--- src/design/rm_majority_logic_decoder_defines.svh ---
// ----------------------------------------------------------------------------
// rm_majority_logic_decoder_defines
// assertion macros shared by the decoder modules
// ----------------------------------------------------------------------------
`ifndef RM_MAJORITY_LOGIC_DECODER_DEFINES_SVH
`define RM_MAJORITY_LOGIC_DECODER_DEFINES_SVH

`ifndef SYNTH

// property that must hold at every clock edge out of reset
`define RMD_ASSERT(label, prop) \
    label: assert property (@(posedge clk) disable iff (!rst_n) (prop)) \
        else $error("rmd assertion failed");

// consequence that must hold in the cycle after the antecedent
`define RMD_ASSERT_NEXT(label, ante, cons) \
    label: assert property (@(posedge clk) disable iff (!rst_n) (ante) |=> (cons)) \
        else $error("rmd assertion failed");

`else

`define RMD_ASSERT(label, prop)
`define RMD_ASSERT_NEXT(label, ante, cons)

`endif

`endif

--- src/design/rmd_pkg.sv ---
// ----------------------------------------------------------------------------
// rmd_pkg
// shared widths, register map and constant helpers of the reed-muller decoder
// ----------------------------------------------------------------------------
`default_nettype none

package rmd_pkg;

    localparam int ORDER_W    = 3;
    localparam int LEN_W      = 6;
    localparam int MSG_W      = 32;
    localparam int MSG_IDX_W  = 5;
    localparam int CW_W       = 32;
    localparam int OUT_DATA_W = 40;
    localparam int APB_ADDR_W = 2;
    localparam int APB_DATA_W = 32;

    localparam logic [APB_ADDR_W-1:0] REG_CODE_ORDER_ADDR = 2'd0;
    localparam logic [ORDER_W-1:0]    CODE_ORDER_RESET    = 3'd1;

    // n choose k as the count of n-bit masks with k bits set
    function automatic int binom(input int n, input int k);
        int cnt;
        cnt = 0;
        for (int v = 0; v < (1 << n); v++)
        begin
            if ($countones(v) == k)
            begin
                cnt = cnt + 1;
            end
        end
        return cnt;
    endfunction

    // index of the first monomial of a given degree
    function automatic int base_index(input int n, input int deg);
        int sum;
        sum = 0;
        for (int k = 0; k < deg; k++)
        begin
            sum = sum + binom(n, k);
        end
        return sum;
    endfunction

endpackage

`default_nettype wire

--- src/design/rm_majority_logic_decoder.sv ---
// ----------------------------------------------------------------------------
// rm_majority_logic_decoder
// reed-muller majority-logic decoder, one stage per monomial degree
// ----------------------------------------------------------------------------
// usage:
//   s_axis carries one received codeword per transfer (tdata[31:0], only the
//   low 2^NUM_VARS bits are used). m_axis returns one result per codeword:
//   decoded message, message length and a tie flag.
//   the apb port holds code_order at address 0; orders above NUM_VARS decode
//   as NUM_VARS. write it only while no codeword is in flight.
//   the result passes through one register stage per degree, NUM_VARS down
//   to 0, each holding the vote trees of that degree.
//   a new codeword can enter every cycle unless the output stalls.
//   when m_axis_tready is low with a result waiting, the whole pipeline
//   freezes and s_axis_tready drops; nothing is lost or repeated. bubbles
//   stay in place during such a stall.
//   reset empties the pipeline and sets code_order to 1.
// ----------------------------------------------------------------------------
`default_nettype none

`include "rm_majority_logic_decoder_defines.svh"

module rm_majority_logic_decoder
    import rmd_pkg::*;
#(
    parameter int NUM_VARS = 5
)
(
    input  wire logic                  clk,
    input  wire logic                  rst_n,
    // apb configuration
    input  wire logic                  psel,
    input  wire logic                  penable,
    input  wire logic                  pwrite,
    input  wire logic [APB_ADDR_W-1:0] paddr,
    input  wire logic [APB_DATA_W-1:0] pwdata,
    output logic      [APB_DATA_W-1:0] prdata,
    output logic                       pready,
    // input stream
    input  wire logic                  s_axis_tvalid,
    output logic                       s_axis_tready,
    input  wire logic [CW_W-1:0]       s_axis_tdata,   // [31:0] codeword
    // output stream
    output logic                       m_axis_tvalid,
    input  wire logic                  m_axis_tready,
    output logic      [OUT_DATA_W-1:0] m_axis_tdata    // [31:0] message,
                                                       // [37:32] message_length,
                                                       // [38] tie_error, [39] zero
);

    localparam int WORD_LEN = 1 << NUM_VARS;
    localparam int NSTAGE   = NUM_VARS + 1;

    logic [ORDER_W-1:0]  code_order;
    logic [ORDER_W-1:0]  order_clip;
    logic                ce;

    logic                valid_c [NSTAGE+1];
    logic [WORD_LEN-1:0] word_c  [NSTAGE+1];
    logic [MSG_W-1:0]    msg_c   [NSTAGE+1];
    logic                tie_c   [NSTAGE+1];
    logic [ORDER_W-1:0]  order_c [NSTAGE+1];

    logic [MSG_W-1:0]    message;
    logic [LEN_W-1:0]    message_length;
    logic                tie_error;

    function automatic logic [LEN_W-1:0] msg_len(input logic [ORDER_W-1:0] r);
        int sum;
        sum = 0;
        for (int k = 0; k <= NUM_VARS; k++)
        begin
            if (k <= int'(r))
            begin
                sum = sum + binom(NUM_VARS, k);
            end
        end
        return LEN_W'(sum);
    endfunction

    rmd_cfg u_cfg (
        .clk        (clk),
        .rst_n      (rst_n),
        .psel       (psel),
        .penable    (penable),
        .pwrite     (pwrite),
        .paddr      (paddr),
        .pwdata     (pwdata),
        .prdata     (prdata),
        .pready     (pready),
        .code_order (code_order)
    );

    assign order_clip = (code_order > ORDER_W'(NUM_VARS)) ? ORDER_W'(NUM_VARS) : code_order;

    // pipeline moves whenever the output slot is empty or being taken
    assign ce            = m_axis_tready || !valid_c[NSTAGE];
    assign s_axis_tready = ce;

    assign valid_c[0] = s_axis_tvalid;
    assign word_c[0]  = s_axis_tdata[WORD_LEN-1:0];
    assign msg_c[0]   = '0;
    assign tie_c[0]   = 1'b0;
    assign order_c[0] = order_clip;

    for (genvar g = 0; g < NSTAGE; g++)
    begin : g_stage
        rmd_stage #(
            .NUM_VARS (NUM_VARS),
            .DEGREE   (NUM_VARS - g)
        ) u_stage (
            .clk       (clk),
            .rst_n     (rst_n),
            .ce        (ce),
            .valid_in  (valid_c[g]),
            .word_in   (word_c[g]),
            .msg_in    (msg_c[g]),
            .tie_in    (tie_c[g]),
            .order_in  (order_c[g]),
            .valid_out (valid_c[g+1]),
            .word_out  (word_c[g+1]),
            .msg_out   (msg_c[g+1]),
            .tie_out   (tie_c[g+1]),
            .order_out (order_c[g+1])
        );
    end

    assign message        = msg_c[NSTAGE];
    assign message_length = msg_len(order_c[NSTAGE]);
    assign tie_error      = tie_c[NSTAGE];

    assign m_axis_tvalid = valid_c[NSTAGE];
    assign m_axis_tdata  = {1'b0, tie_error, message_length, message};

    `RMD_ASSERT(a_msg_tail_zero,
        m_axis_tvalid |-> ((message >> message_length) == '0))
    `RMD_ASSERT(a_order_clipped,
        m_axis_tvalid |-> (order_c[NSTAGE] <= ORDER_W'(NUM_VARS)))

endmodule

`default_nettype wire

--- src/design/rmd_cfg.sv ---
// ----------------------------------------------------------------------------
// rmd_cfg
// apb register block holding the code order
// ----------------------------------------------------------------------------
`default_nettype none

`include "rm_majority_logic_decoder_defines.svh"

module rmd_cfg
    import rmd_pkg::*;
(
    input  wire logic                  clk,
    input  wire logic                  rst_n,
    input  wire logic                  psel,
    input  wire logic                  penable,
    input  wire logic                  pwrite,
    input  wire logic [APB_ADDR_W-1:0] paddr,
    input  wire logic [APB_DATA_W-1:0] pwdata,
    output logic      [APB_DATA_W-1:0] prdata,
    output logic                       pready,
    output logic      [ORDER_W-1:0]    code_order
);

    logic               wr_en;
    logic [ORDER_W-1:0] code_order_reg;
    logic [ORDER_W-1:0] code_order_next;

    assign pready = 1'b1;
    assign wr_en  = psel && penable && pwrite && pready;

    always_comb
    begin
        code_order_next = code_order_reg;
        if (wr_en && (paddr == REG_CODE_ORDER_ADDR))
        begin
            code_order_next = pwdata[ORDER_W-1:0];
        end
    end

    always_ff @(posedge clk or negedge rst_n)
    begin
        if (!rst_n)
        begin
            code_order_reg <= CODE_ORDER_RESET;
        end
        else
        begin
            code_order_reg <= code_order_next;
        end
    end

    always_comb
    begin
        unique case (paddr)
            REG_CODE_ORDER_ADDR:
            begin
                prdata = {{(APB_DATA_W-ORDER_W){1'b0}}, code_order_reg};
            end
            default:
            begin
                prdata = '0;
            end
        endcase
    end

    assign code_order = code_order_reg;

    `RMD_ASSERT_NEXT(a_order_written, wr_en && (paddr == REG_CODE_ORDER_ADDR),
        code_order_reg == $past(pwdata[ORDER_W-1:0]))

endmodule

`default_nettype wire

--- src/design/rmd_stage.sv ---
// ----------------------------------------------------------------------------
// rmd_stage
// one degree of majority-logic decoding: votes, message bits and word update
// ----------------------------------------------------------------------------
`default_nettype none

`include "rm_majority_logic_decoder_defines.svh"

module rmd_stage
    import rmd_pkg::*;
#(
    parameter int NUM_VARS = 5,
    parameter int DEGREE   = 0
)
(
    input  wire logic                       clk,
    input  wire logic                       rst_n,
    input  wire logic                       ce,
    input  wire logic                       valid_in,
    input  wire logic [(1<<NUM_VARS)-1:0]   word_in,
    input  wire logic [MSG_W-1:0]           msg_in,
    input  wire logic                       tie_in,
    input  wire logic [ORDER_W-1:0]         order_in,
    output logic                            valid_out,
    output logic      [(1<<NUM_VARS)-1:0]   word_out,
    output logic      [MSG_W-1:0]           msg_out,
    output logic                            tie_out,
    output logic      [ORDER_W-1:0]         order_out
);

    localparam int WORD_LEN = 1 << NUM_VARS;
    localparam int VOTES    = 1 << (NUM_VARS - DEGREE);
    localparam int BASE     = base_index(NUM_VARS, DEGREE);
    localparam logic [NUM_VARS+1:0] VOTES_X = (NUM_VARS+2)'(VOTES);

    logic                valid_reg;
    logic [WORD_LEN-1:0] word_reg;
    logic [MSG_W-1:0]    msg_reg;
    logic                tie_reg;
    logic [ORDER_W-1:0]  order_reg;

    logic [WORD_LEN-1:0] word_next;
    logic [MSG_W-1:0]    msg_next;
    logic                tie_next;

    logic                active;
    logic [WORD_LEN-1:0] fix;
    logic [MSG_W-1:0]    bits;
    logic                tie_any;

    // positions p whose bits outside the monomial mask equal a
    function automatic logic [WORD_LEN-1:0] coset_mask(input int vm, input int a);
        logic [WORD_LEN-1:0] m;
        m = '0;
        for (int p = 0; p < WORD_LEN; p++)
        begin
            if (((p & ~vm) & (WORD_LEN - 1)) == a)
            begin
                m[p] = 1'b1;
            end
        end
        return m;
    endfunction

    // evaluation row of a monomial
    function automatic logic [WORD_LEN-1:0] eval_row(input int vm);
        logic [WORD_LEN-1:0] m;
        m = '0;
        for (int p = 0; p < WORD_LEN; p++)
        begin
            if ((p & vm) == 0)
            begin
                m[p] = 1'b1;
            end
        end
        return m;
    endfunction

    assign active = (order_in >= ORDER_W'(DEGREE));

    always_comb
    begin : vote_logic
        logic [VOTES-1:0]    vote_vec;
        logic [NUM_VARS:0]   ones;
        logic [NUM_VARS+1:0] ones2;
        int                  rank;
        int                  k;
        fix      = '0;
        bits     = '0;
        tie_any  = 1'b0;
        vote_vec = '0;
        ones     = '0;
        ones2    = '0;
        rank     = 0;
        k        = 0;
        // descending masks walk the monomials in ascending variable order
        for (int vi = WORD_LEN - 1; vi >= 0; vi--)
        begin
            if ($countones(vi) == DEGREE)
            begin
                k = 0;
                for (int a = 0; a < WORD_LEN; a++)
                begin
                    if ((a & vi) == 0)
                    begin
                        vote_vec[k] = ^(word_in & coset_mask(vi, a));
                        k = k + 1;
                    end
                end
                ones  = (NUM_VARS+1)'($countones(vote_vec));
                ones2 = {ones, 1'b0};
                if (ones2 == VOTES_X)
                begin
                    tie_any = 1'b1;
                end
                else if (ones2 > VOTES_X)
                begin
                    bits[MSG_IDX_W'(BASE + rank)] = 1'b1;
                    fix = fix ^ eval_row(vi);
                end
                rank = rank + 1;
            end
        end
    end

    assign word_next = active ? (word_in ^ fix) : word_in;
    assign msg_next  = active ? (msg_in | bits) : msg_in;
    assign tie_next  = active ? (tie_in | tie_any) : tie_in;

    always_ff @(posedge clk or negedge rst_n)
    begin
        if (!rst_n)
        begin
            valid_reg <= 1'b0;
        end
        else if (ce)
        begin
            valid_reg <= valid_in;
        end
    end

    always_ff @(posedge clk)
    begin
        if (ce)
        begin
            word_reg  <= word_next;
            msg_reg   <= msg_next;
            tie_reg   <= tie_next;
            order_reg <= order_in;
        end
    end

    assign valid_out = valid_reg;
    assign word_out  = word_reg;
    assign msg_out   = msg_reg;
    assign tie_out   = tie_reg;
    assign order_out = order_reg;

    // a degree above the code order leaves the item untouched
    `RMD_ASSERT_NEXT(a_skip_keeps_item, ce && valid_in && !active,
        valid_reg && (word_reg == $past(word_in)) && (msg_reg == $past(msg_in)) &&
        (tie_reg == $past(tie_in)))

endmodule

`default_nettype wire

--- config.mk ---
export PLATFORM = sky130hd
export DESIGN_NAME = rm_majority_logic_decoder
export DESIGN_NICKNAME = d
export VERILOG_FILES = /design/src/design/rmd_pkg.sv /design/src/design/rm_majority_logic_decoder.sv /design/src/design/rmd_cfg.sv /design/src/design/rmd_stage.sv
export VERILOG_INCLUDE_DIRS = /design/src /design/src/design
export SDC_FILE = /design/constraint.sdc
export NUM_CORES = 1
export LEC_CHECK = 0
export BUFFER_PORTS_ARGS = -buffer_cell sky130_fd_sc_hd__buf_2
export CORE_ASPECT_RATIO = 0.7
export CORE_MARGIN = 3
export CORE_UTILIZATION = 55
export CTS_BUF_LIST = sky130_fd_sc_hd__clkbuf_4 sky130_fd_sc_hd__clkbuf_8
export DETAILED_ROUTE_END_ITERATION = 16
export GPL_ROUTABILITY_DRIVEN = 0
export PLACE_DENSITY_LB_ADDON = 0.05
export REMOVE_ABC_BUFFERS = 1
export SETUP_SLACK_MARGIN = 0.3
export SLEW_MARGIN = 20
export SYNTH_ARGS = -nofsm -noshare
export SYNTH_HDL_FRONTEND = slang
export SYNTH_SLANG_ARGS = --single-unit
--- constraint.sdc ---
create_clock -name clk -period 8.68 [get_ports clk]
set_clock_uncertainty 0.2 [all_clocks]
set_input_delay 1.302 -clock clk [delete_from_list [all_inputs] [get_ports clk]]
set_output_delay 1.302 -clock clk [all_outputs]
set_load 0.02 [all_outputs]
==> results of run 1 <==
## layer usage
metal / share of wire [%] / up-vias / track usage, %
li1: - / 5582 / -
met1: 49 / 5578 / 34.1
met2: 43 / 286 / 34.3
met3: 6.6 / 67 / 4.83
met4: 1.7 / 0 / 4.92
met5: 0 / - / 0
## path summary, 6_finish.rpt
check	end	slack [ns]	depth (start not counted)
worst min register to register	g_stage[4].u_stage.msg_out[14]	0.22	0
worst min-delay path	g_stage[4].u_stage.msg_out[14]	0.22	0
worst max register to register	g_stage[5].u_stage.msg_out[0]	1.79	23
max in group asynchronous	u_cfg.code_order[0]	7.64	1
worst max-delay path	g_stage[5].u_stage.msg_out[0]	1.79	23
min in group asynchronous	u_cfg.code_order[2]	0.40	1
## cell usage in the layout, fill, tap and decap left out, types with 8 or more instances in the layout
cell      synthesis  layout
nor3b_1          13      13
xnor3_1           9       9
clkbuf_4          0      12
inv_1           177     177
nor2_1           66      66
fa_1            126     126
mux2_2            9       9
xor2_1          231     231
nand2b_1          9       8
clkinv_1          0       9
clkbuf_8          0      37
conb_1            2      47
edfxtp_1        224     224
xnor2_1         409     409
nand2_1          47      47
a21o_1           13      13
ha_1            168     168
a21oi_1          23      23
nor2b_1          17      17
dfrtp_1           8       8
buf_2             2      71
o21ai_0          10      10
## cells by family after synthesis
family / count (synthesis)
AO/OA/AOI/OAI: 75
XOR/XNOR: 652
adder cells (fa/ha/maj): 294
buffers and inverters: 304
flip-flops: 233
multiplexers: 11
other: 2
AND/OR/NAND/NOR: 186
## stage by stage
step / setup slack [ns] / utilization, % / hold slack [ns] / instance area, um^2
5_1_grt: 1.45 / 59.5 / 0.220 / 21500
4_1_cts: 1.75 / 59.5 / 0.219 / 21500
2_1_floorplan: 0.235 / - / 0.200 / 19800
3_3_place_gp: 1.88 / 57.5 / 0.201 / 20800
6_report: 1.79 / 59.5 / 0.217 / 21500
3_5_place_dp: 1.78 / 57.5 / 0.205 / 20800
## cell type report
type	count	area (um^2)	share of cell area, %
clock inverters	16	100	0.465
clock buffers	49	599	2.78
inverters	177	664	3.08
flip-flops and latches	233	6950	32.3
well taps	480	601	2.79
repair buffers	74	390	1.81
multi-input cells	1265	12200	56.8
## worst reg2reg max path: cells and delay by family (launching register included)
| kind | cells | cell delay (ns) |
|---|---|---|
| and+or+nand+nor | 3 | 0.68 |
| adders and majority gates | 11 | 4.58 |
| xor gates and xnor gates | 1 | 0.14 |
| DFF | 1 | 0.40 |
| AOI/OAI and AO/OA | 2 | 0.37 |
| buffers and inverters | 6 | 0.28 |
==> summary.txt, run 1 <==
Routing
  – Vias/cell: around 5.0
  – Remaining DRCs: 0
  – Antenna-violating nets left: 0
  – Initial DRC count: 728
  – DR WL/cell: roughly 19 um
  – Vias: about 12000
  – Detailed Route WL: around 44000 um
  – First drt pass iteration count: 5

Finish
  – Final std cells w/o fill: between 2000 and 2500
  – Area Growth Syn to Fin: 5.86%
  – Share of layout cells above drive strength 1: ~8.4%
  – Fill cell count: approximately 3000
  – Antenna cell count: 0
  – Nets: roughly 2200
  – Max reg flops: 160

Placement
  – Post-DP HPWL: 34200 um
  – IO Port Bufs: 71
  – Placed cells: between 2000 and 2500

Worst setup path
  – Setup crit start kind: register
  – Crit-path max FO: 2
  – Cell mode on critical path: fa_1
  – Worst setup EP type: register
  – Critical Path RT: about 8.8 ns
  – WS Path Type: reg -> reg
  – WP buf/inv: 6
  – Crit path from: g_stage[4].u_stage.word_out[24]
  – CP max stage delay: between 0.5 and 0.6 ns
  – Slowest library cell on the worst path: fa_1
  – Worst r2r src: g_stage[4].u_stage.word_out[24]
  – Crit path arrival time: around 7 ns
  – Crit-path leading delay family: adder cells
  – Critical-path cell list: fa_1, inv_1, fa_1, fa_1, inv_1, ha_1, fa_1, inv_1, fa_1, inv_1, ha_1, inv_1, fa_1, fa_1, inv_1, ha_1, ha_1, a21o_1, a21o_1, xor2_1, nor4b_1, nand2b_1, nand2_1

Clocking
  – CTS tree: yes
  – Htree depth: 2
  – CTS Buf Count: 36
  – # clock sinks: 233
  – Clock Pin Slew Worst Setup and Hold Paths: approximately 0.070 ns
  – Post-CTS Hold Buffers: 0
  – Post_cts resized: 0
  – # Post-CTS Setup Buffers: 0
  – Longest Clk Path Bufs: 3
  – CTS root buf: clkbuf_8
  – Clk Latency, worst-skew pair: about 0.55 ns

STA
  – Tcrit/Tclk final: 79.4%
  – Peak Freq: about 150 MHz
  – Min Clock Period, post-route: around 6.9 ns
  – Final Hold Viols: 0
  – Fin. max-slew vios: 0
  – Final setup fails: 0
  – Slew @ Worst Pin: 1.10 ns
  – RSZ-0062 raised after global routing: false
  – Slew headroom: between 20 and 30%
  – Setup_tns: 0 ns

Floorplanning
  – Die Span X: around 240 um
  – Die area: roughly 40000 um^2
  – Chip Height: about 170 um
  – Core Area: between 30000 and 40000 um^2
  – Std cell rows: just under 60
  – IO Count: around 150
  – Starting Density: 56.2%

GRT
  – Grt total ovfl: 0
  – Vias in the first global route: 12300
  – GRT Util Overall: ~23%
  – Largest net degree at the start of global routing: 197
  – First-pass GRT wire length: approximately 69000 um
  – Initial antenna violation count: 0

Outcome
  – Status: completed

Yosys
  – Post-Synth Simple-Gate Area: 4.46%
  – Mapped cell area: 20300 um^2
  – Top post-synthesis cells by area: edfxtp_1 (33%), xnor2_1 (18%), fa_1 (12%), ha_1 (10%), xor2_1 (9.9%)
  – Mean Syn Cell Area: between 10 and 15 um^2
  – XOR/XNOR Fraction of Synth Area: between 20% and 30%
  – Synth cell count leaders: xnor2_1 (409), xor2_1 (231), edfxtp_1 (224)
  – Adder-Cell Fraction of Synth Area: 22.7%
  – Top_reg_cell synth: edfxtp_1
  – Post-synthesis sequential area ratio: between 30% and 40%
  – Synth Warn #: 0
  – Largest family of logic cells by synthesized area: XOR/XNOR gates
  – Synth Register Bits: 233
  – Area leader, netlist: edfxtp_1
  – Asr flop ratio synth: a little under 4%
  – Count leader, synth: xnor2_1
  – Mux share of post-synthesis cell area: less than 1%
  – Compound-Gate Fraction of Synth Area: about 2.6%
  – Syn Inst Count: approximately 1800
  – Number of synthesized flops with an enable pin: 224
  – Share of the synthesized area in the top cell type: 33.1%
  – Distinct cells, synth: 60

Min path
  – Worst hold start: g_stage[3].u_stage.msg_out[14]
  – Hold crit path type: reg -> reg

Run
  – Max cap viols: 0
Power of run 1 is not shown: default switching activity piles up to over one toggle a cycle in this logic, so the estimate is an artifact.
==> run 2: changes to the inputs <==
==> constraint.sdc (replaced) <==
create_clock -name clk -period 6.7 [get_ports clk]
set_clock_uncertainty 0.2 [all_clocks]
set_input_delay 1.005 -clock clk [delete_from_list [all_inputs] [get_ports clk]]
set_output_delay 1.005 -clock clk [all_outputs]
set_load 0.02 [all_outputs]
==> summary.txt, run 2 (synthesized netlist as in run 1, its figures left out) <==
Worst setup path
  – Cell mode on critical path: fa_1
  – Worst R2R End: g_stage[5].u_stage.tie_out
  – Crit path from: g_stage[4].u_stage.word_out[27]
  – R2R depth: 23 (unchanged)
  – Worst r2r src: g_stage[4].u_stage.word_out[27]
  – WP buf/inv: 6 (unchanged)
  – Worst reg-to-reg setup slack: 0.22 ns (-1.57 ns)
  – Crit-path leading delay family: adder cells
  – Crit path arrival time: 6.58 ns (-0.41 ns)
  – CP max stage delay: 0.54 ns (about the same)
  – Critical Path RT: 6.81 ns (-1.97 ns)
  – Critical-path cell list: fa_1, inv_1, fa_1, fa_1, inv_1, ha_2, fa_1, inv_2, fa_1, inv_1, ha_1, inv_2, fa_1, fa_1, inv_2, ha_4, ha_4, a21o_1, a21o_1, a21o_1, a21oi_2, xor2_1, a31o_2
  – Worst setup EP type: register
  – WS Path Type: reg -> reg
  – Crit-path max FO: 2 (unchanged)
  – Slowest library cell on the worst path: fa_1
  – Setup crit start kind: register

Finish
  – Nets: 2222 (+3.2%)
  – Max reg flops: 160 (unchanged)
  – Most frequent cells in the layout: xnor2_1 (409), xor2_1 (230), edfxtp_1 (224), inv_1 (174), ha_1 (165)
  – Post-layout util: 61.5% (+2.0 points)
  – Final std cells w/o fill: 2363 (+3.0%)
  – Share of layout cells above drive strength 1: 12.5% (+4.1 points)
  – Most common cell after layout, fill and taps aside: xnor2_1
  – Fill cell count: 2933 (-2.7%)
  – Area Growth Syn to Fin: 9.38%
  – Antenna cell count: 0 (unchanged)

GRT
  – Grt total ovfl: 0 (unchanged)
  – Vias in the first global route: 12200 (-0.13%)
  – Initial antenna violation count: 0 (unchanged)
  – GRT Util Overall: 23.0% (+0.24 points)
  – Largest net degree at the start of global routing: 179 (-9.1%)
  – First-pass GRT wire length: 69900 um (+0.97%)

STA
  – Tcrit/Tclk final: 96.7% (+17 points)
  – Min Clock Period, post-route: 6.48 ns (-0.415 ns)
  – Peak Freq: 154 MHz (+6.4%)
  – Final setup fails: 0 (unchanged)
  – Hold_ws: 0.0880 ns (-0.129 ns)
  – Fin. max-slew vios: 0 (unchanged)
  – RSZ-0062 raised after global routing: true
  – Slew @ Worst Pin: 0.999 ns (-0.0989 ns)
  – Final Hold Viols: 0 (unchanged)
  – Slew headroom: 33.4% (+6.6 points)

Floorplanning
  – Core Area: 36200 um^2 (unchanged)
  – Std cell rows: 58 (unchanged)
  – Die area: 39400 um^2 (unchanged)
  – Die Span X: 236 um (unchanged)
  – Starting Density: 56.2% (unchanged)
  – IO Count: 148 (unchanged)
  – Chip Height: 167 um (unchanged)

Min path
  – Hold crit path type: in -> async

Clocking
  – Clock Pin Slew Worst Setup and Hold Paths: 0.07 ns (about the same)
  – Post-CTS Hold Buffers: 0 (unchanged)
  – CTS root buf: clkbuf_8
  – CTS tree: yes
  – CTS Buf Count: 37 (+2.8%)
  – Htree depth: 2 (unchanged)
  – Clk Latency, worst-skew pair: 0.56 ns (about the same)
  – # clock sinks: 233 (unchanged)
  – Longest Clk Path Bufs: 3 (unchanged)

Routing
  – Antenna-violating nets left: 0 (unchanged)
  – Vias: 11900 (+3.0%)
  – Detailed Route WL: 44400 um (+1.4%)
  – Initial DRC count: 850 (+17%)
  – Remaining DRCs: 0 (unchanged)
  – DR WL/cell: 18.8 um (-1.5%)
  – Vias/cell: 5.02 (about the same)
  – First drt pass iteration count: 5 (unchanged)

Outcome
  – Status: completed

Placement
  – Post-DP HPWL: 35000 um (+2.4%)
  – IO Port Bufs: 71 (unchanged)
  – Placed cells: 2269 (+1.8%)

Run
  – Max cap viols: 0 (unchanged)
## run 2: cell types whose count changed in the layout (fill, tap and decap cells not counted), sizes merged
cell,previous run,this run
clkbuf,49,44
inv,178,177
clkinvlp,0,2
buf,74,141
bufinv,1,5
clkinv,14,16
## run 2: worst register-to-register path, cell delays in order, from the launching register on
cell,delay [ns]
edfxtp_1,0.40
fa_1,0.54
inv_1,0.05
fa_1,0.46
fa_1,0.49
inv_1,0.05
ha_2,0.17
fa_1,0.50
inv_2,0.04
fa_1,0.47
inv_1,0.04
ha_1,0.28
inv_2,0.04
fa_1,0.48
fa_1,0.53
inv_2,0.05
ha_4,0.27
ha_4,0.19
a21o_1,0.17
a21o_1,0.18
a21o_1,0.19
a21oi_2,0.14
xor2_1,0.10
a31o_2,0.21
## run 2: worst max path at each step
| stage | end | slack (ns) | cells past startpoint |
|---|---|---|---|
| floorplan | s_axis_tready | -1.15 | 1 |
| global placement | g_stage[5].u_stage.msg_out[0] | -0.08 | 23 |
| detailed placement | g_stage[5].u_stage.msg_out[0] | -0.07 | 23 |
| CTS | g_stage[5].u_stage.msg_out[0] | 0.19 | 23 |
| global route | g_stage[5].u_stage.msg_out[0] | -0.02 | 23 |
| finish | g_stage[5].u_stage.tie_out | 0.22 | 23 |
## run 2: through the flow
step / area [um^2] / setup WS, ns / TNS [ns]
5_1_grt: 22300 / -0.0193 / -0.0193
3_3_place_gp: 21100 / -0.0781 / -0.132
2_1_floorplan: 19800 / -1.15 / -183.33
3_5_place_dp: 21100 / -0.0658 / -0.108
6_report: 22300 / 0.224 / 0
4_1_cts: 22000 / 0.192 / 0
## run 2: routing by layer
| metal | track usage [%] | wire length, um | part of all wire, % |
|---|---|---|---|
| met5 | 0 | 0 | 0 |
| met4 | 3.86 | 558 | 1.3 |
| met1 | 35.3 | 21700 | 49 |
| met3 | 4.80 | 3080 | 6.9 |
| met2 | 34.3 | 19100 | 43 |
## run 2: final cells by class
cell class                 instances  area [um^2]  share of cell area (%)
inverter                         177          664                    2.99
clock buffer                      44          568                    2.55
timing repair buffer             141          906                    4.07
clock inverter                    23          254                    1.14
multi-input combinational       1265        12300                    55.3
tap                              480          601                    2.70
sequential                       233         6950                    31.2
## run 2: what timing repair did
action	in CTS	in global routing
setup endpoints to repair	2	21
gates resized for setup	6	9
pin swaps	7	9
buffers inserted	1	26
Power of run 2 is left out for the same reason.
